==> src/sv/tsm_ram.sv <==
`timescale 1ns / 1ps
// tsm_ram: generic simple dual-port ram, one write and one registered read port
// no dependencies
module tsm_ram #(
	parameter int ENTRIES = 128,
	parameter int DATA_W = 32
) (
	input  logic                       clk,
	input  logic                       rd_en,
	input  logic [$clog2(ENTRIES)-1:0] rd_addr,
	output logic [DATA_W-1:0]          rd_data,
	input  logic                       wr_en,
	input  logic [$clog2(ENTRIES)-1:0] wr_addr,
	input  logic [DATA_W-1:0]          wr_data
);

	logic [DATA_W-1:0] mem_q [ENTRIES];

	always_ff @(posedge clk) begin
		if (wr_en) begin
			mem_q[wr_addr] <= wr_data;
		end
	end

	always_ff @(posedge clk) begin
		if (rd_en) begin
			rd_data <= mem_q[rd_addr];
		end
	end

endmodule

==> config.mk <==
export PLATFORM = sky130hd
export DESIGN_NAME = tsm_ram
export DESIGN_NICKNAME = d
export VERILOG_FILES = /design/src/sv/tsm_ram.sv
export SDC_FILE = /design/constraint.sdc
export NUM_CORES = 2
export LEC_CHECK = 0
export BUFFER_PORTS_ARGS = -buffer_cell sky130_fd_sc_hd__buf_2
export CORE_AREA = 2 2 645 647
export DETAILED_ROUTE_END_ITERATION = 12
export DIE_AREA = 0 0 647 649
export GPL_ROUTABILITY_DRIVEN = 0
export SLEW_MARGIN = 20
export SYNTH_ARGS = -nofsm -noshare
export SYNTH_HDL_FRONTEND = slang
export SYNTH_SLANG_ARGS = --single-unit
==> constraint.sdc <==
create_clock -name clk -period 4.9 [get_ports clk]
set_clock_uncertainty 0.2 [all_clocks]
set_input_delay 0.245 -clock clk [delete_from_list [all_inputs] [get_ports clk]]
set_output_delay 0.245 -clock clk [all_outputs]
set_load 0.02 [all_outputs]
==> metrics.csv <==
metric,value,unit
num_vias,71830,
grt_max_degree,95,
initial_utilization,38.0,%
max_freq,290,MHz
synth.distinct_cells,16,
muxShareOfSynthArea,19.6,%
cts_tree,done,
antenna_left,0,
power.leakage,55.1,nW
cts.clk_slew.worst_paths,0.06,ns
worst_hold_path_type,input port to register,
cts_setup_buffers,0,
cap_violations,0,
hold-worst-slack,0.0844,ns
status,"finished, final reports clean",
finalSetupViolCount,0,
post-route-period-util,70.3,%
fin_crit,3.44,ns
cp-start-kind,input port,
synth_seq_cells,4128,
wire_per_inst,34.6,um
synth_fp_nets,6039,
ys_seq_area_share,79.2,%
grt_use_total,20.2,%
antenna_found_initial,58,
die_area,420000,um^2
synth_xor_area_share,0,%
cts_max_path_buffers,4,
synth_fa_ha_area_share,0,%
die_x,647,um
grt_remaining_overflow,0,
nNetsFinal,6615,
cp_max_fo,17,
vdd_drop_max,0.333,mV
worstMarginPinSlew,1.16,ns
core_area,413000,um^2
synth_compound_area_share,0,%
route.detailed.drc,0,
synth_top_family_by_area,multiplexers,
viasPerCell,5.80,
syn_inst,5990,
grt_pass1_wl,591,mm
hold_violations,0,
end_kind,register,
crit_type,input port to register,
synth_area_leader_cell,edfxtp_1,
portBuffers,80,
io_pins,81,
yosys_warnings,0,
p_per_area,410,nW/um^2
syn_avg_cell_area,26.1,um^2
cts-htree-levels,5,
cts_inserted_buffers,400,
rows,236,
hpwl,246,mm
setup_tns,0,ns
drt_iter0_markers,10720,
syn2layout_area_growth,15.6,%
finalWirelength,429,mm
synth-simple-area-share,0.445,%
slew_violations,0,
clock_latency,0.98,ns
arrival,3.88,ns
root_buffer,clkbuf_16,
fillers,33970,
maxSlewHeadroom,22.6,%
cts_resized,0,
netlist_area,157000,um^2
cp.required,5.34,ns
p_total,0.0741,W
ys_top_cells_by_area,"edfxtp_1, mux4_2, clkbuf_1",
drt_pass1_iterations,5,
die_h,649,um
rsz0062_at_grt,no,
drive_above_1_share,36.5,%
grt_pass1_vias,72473,
cts.sinks,4128,
synth_top_area_share,79.2,%
fin_util,43.9,%
-- routing by layer --
metal | GRT usage [%] | routed length (um)
met2 | 32.7 | 209000
met5 | 0 | 75
met4 | 6.74 | 15500
met3 | 2.91 | 36700
met1 | 28.3 | 167000
-- final cells by class --
class                      count  area, um^2  area share, %
timing repair buffer         490        4680           2.59
sequential                  4128      124000           68.5
clock inverter               234        2640           1.46
antenna                       28        70.1         0.0387
clock buffer                 490       10500           5.78
multi-input combinational   1546       32300           17.8
tap                         5474        6850           3.79
-- synthesized netlist by cell type --
cell / count
nor3_1: 9
nor2_1: 122
edfxtp_1: 4128
mux2_2: 32
buf_6: 2
clkbuf_1: 182
nor2b_1: 7
buf_4: 3
nand4_1: 3
nand2b_1: 2
buf_1: 50
or3_1: 1
buf_2: 79
nand3_1: 12
nand2_1: 14
mux4_2: 1344
-- through the flow --
| step | cells | worst slack, ns | area, um^2 |
|---|---|---|---|
| after detailed placement | 11588 | 0.865 | 167000 |
| after floorplan | 5990 | 1.22 | 157000 |
| final | 12390 | 1.46 | 181000 |
| after CTS | 12358 | 1.59 | 181000 |
| after global placement | 11588 | 0.859 | 167000 |
| after global routing | 12374 | 1.51 | 181000 |
-- flip-flops by register name, indices dropped and copies added, names as in the netlist --
name / count
rd_data: 32
mem_q: 4096
-- worst max-delay path, cell delays in order --
cell,delay (ns)
dlygate4sd3_1,0.70
buf_2,0.29
nor2b_1,0.40
nand3_2,0.65
buf_4,0.50
nor2_4,0.78
buf_12,0.27
-- cells in the final DEF, fill, tap and decap left out --
cell type and n:
buf_4 321, buf_8 3, nand4_1 3, clkinvlp_4 12, nor2_1 3, buf_2 42, mux4_2 1344, inv_16 8
inv_6 5, buf_12 72, clkbuf_1 85, dlygate4sd3_1 46, buf_6 3, clkinv_4 4, bufinv_16 46, clkinv_16 7
nand2b_1 2, clkinv_2 70, diode_2 28, nand3_2 4, nor2b_1 7, clkbuf_16 405, nor3_2 9, edfxtp_1 4128
clkinv_1 77, nand3_1 8, nand2_2 3, mux2_2 32, or3_1 1, nor2_4 119, buf_16 3, nand2_1 11
clkinv_8 5
-- where the power goes --
group          leakage, nW  total (W)  internal [W]  switching [W]
combinational         11.6    0.00392       0.00151        0.00241
clock                 6.37     0.0310        0.0177         0.0134
sequential            37.1     0.0392        0.0390       0.000116
-- cell families after synthesis --
kind of cell           after synthesis
buffers and inverters              316
multiplexers                      1376
AND/OR/NAND/NOR                    170
flip-flops                        4128
-- timing repair --
item / in CTS / in global routing
endpoints found under the hold margin: 2698 / 0
hold buffers: 46 / 0
setup endpoints to repair: 0 / 0
-- worst paths after layout --
kind,slack (ns),to,startpoint,cells after the start
worst max register to register,1.93,rd_data[4]$_DFFE_PP_,mem_q[95][4]$_DFFE_PP_,4
worst max-delay path,1.46,mem_q[110][10]$_DFFE_PP_,wr_en,7
worst min register to register,1.00,rd_data[1]$_DFFE_PP_,mem_q[30][1]$_DFFE_PP_,4
worst min-delay path,0.08,mem_q[101][29]$_DFFE_PP_,wr_addr[0],3
Power figures use the tool's default switching activity.
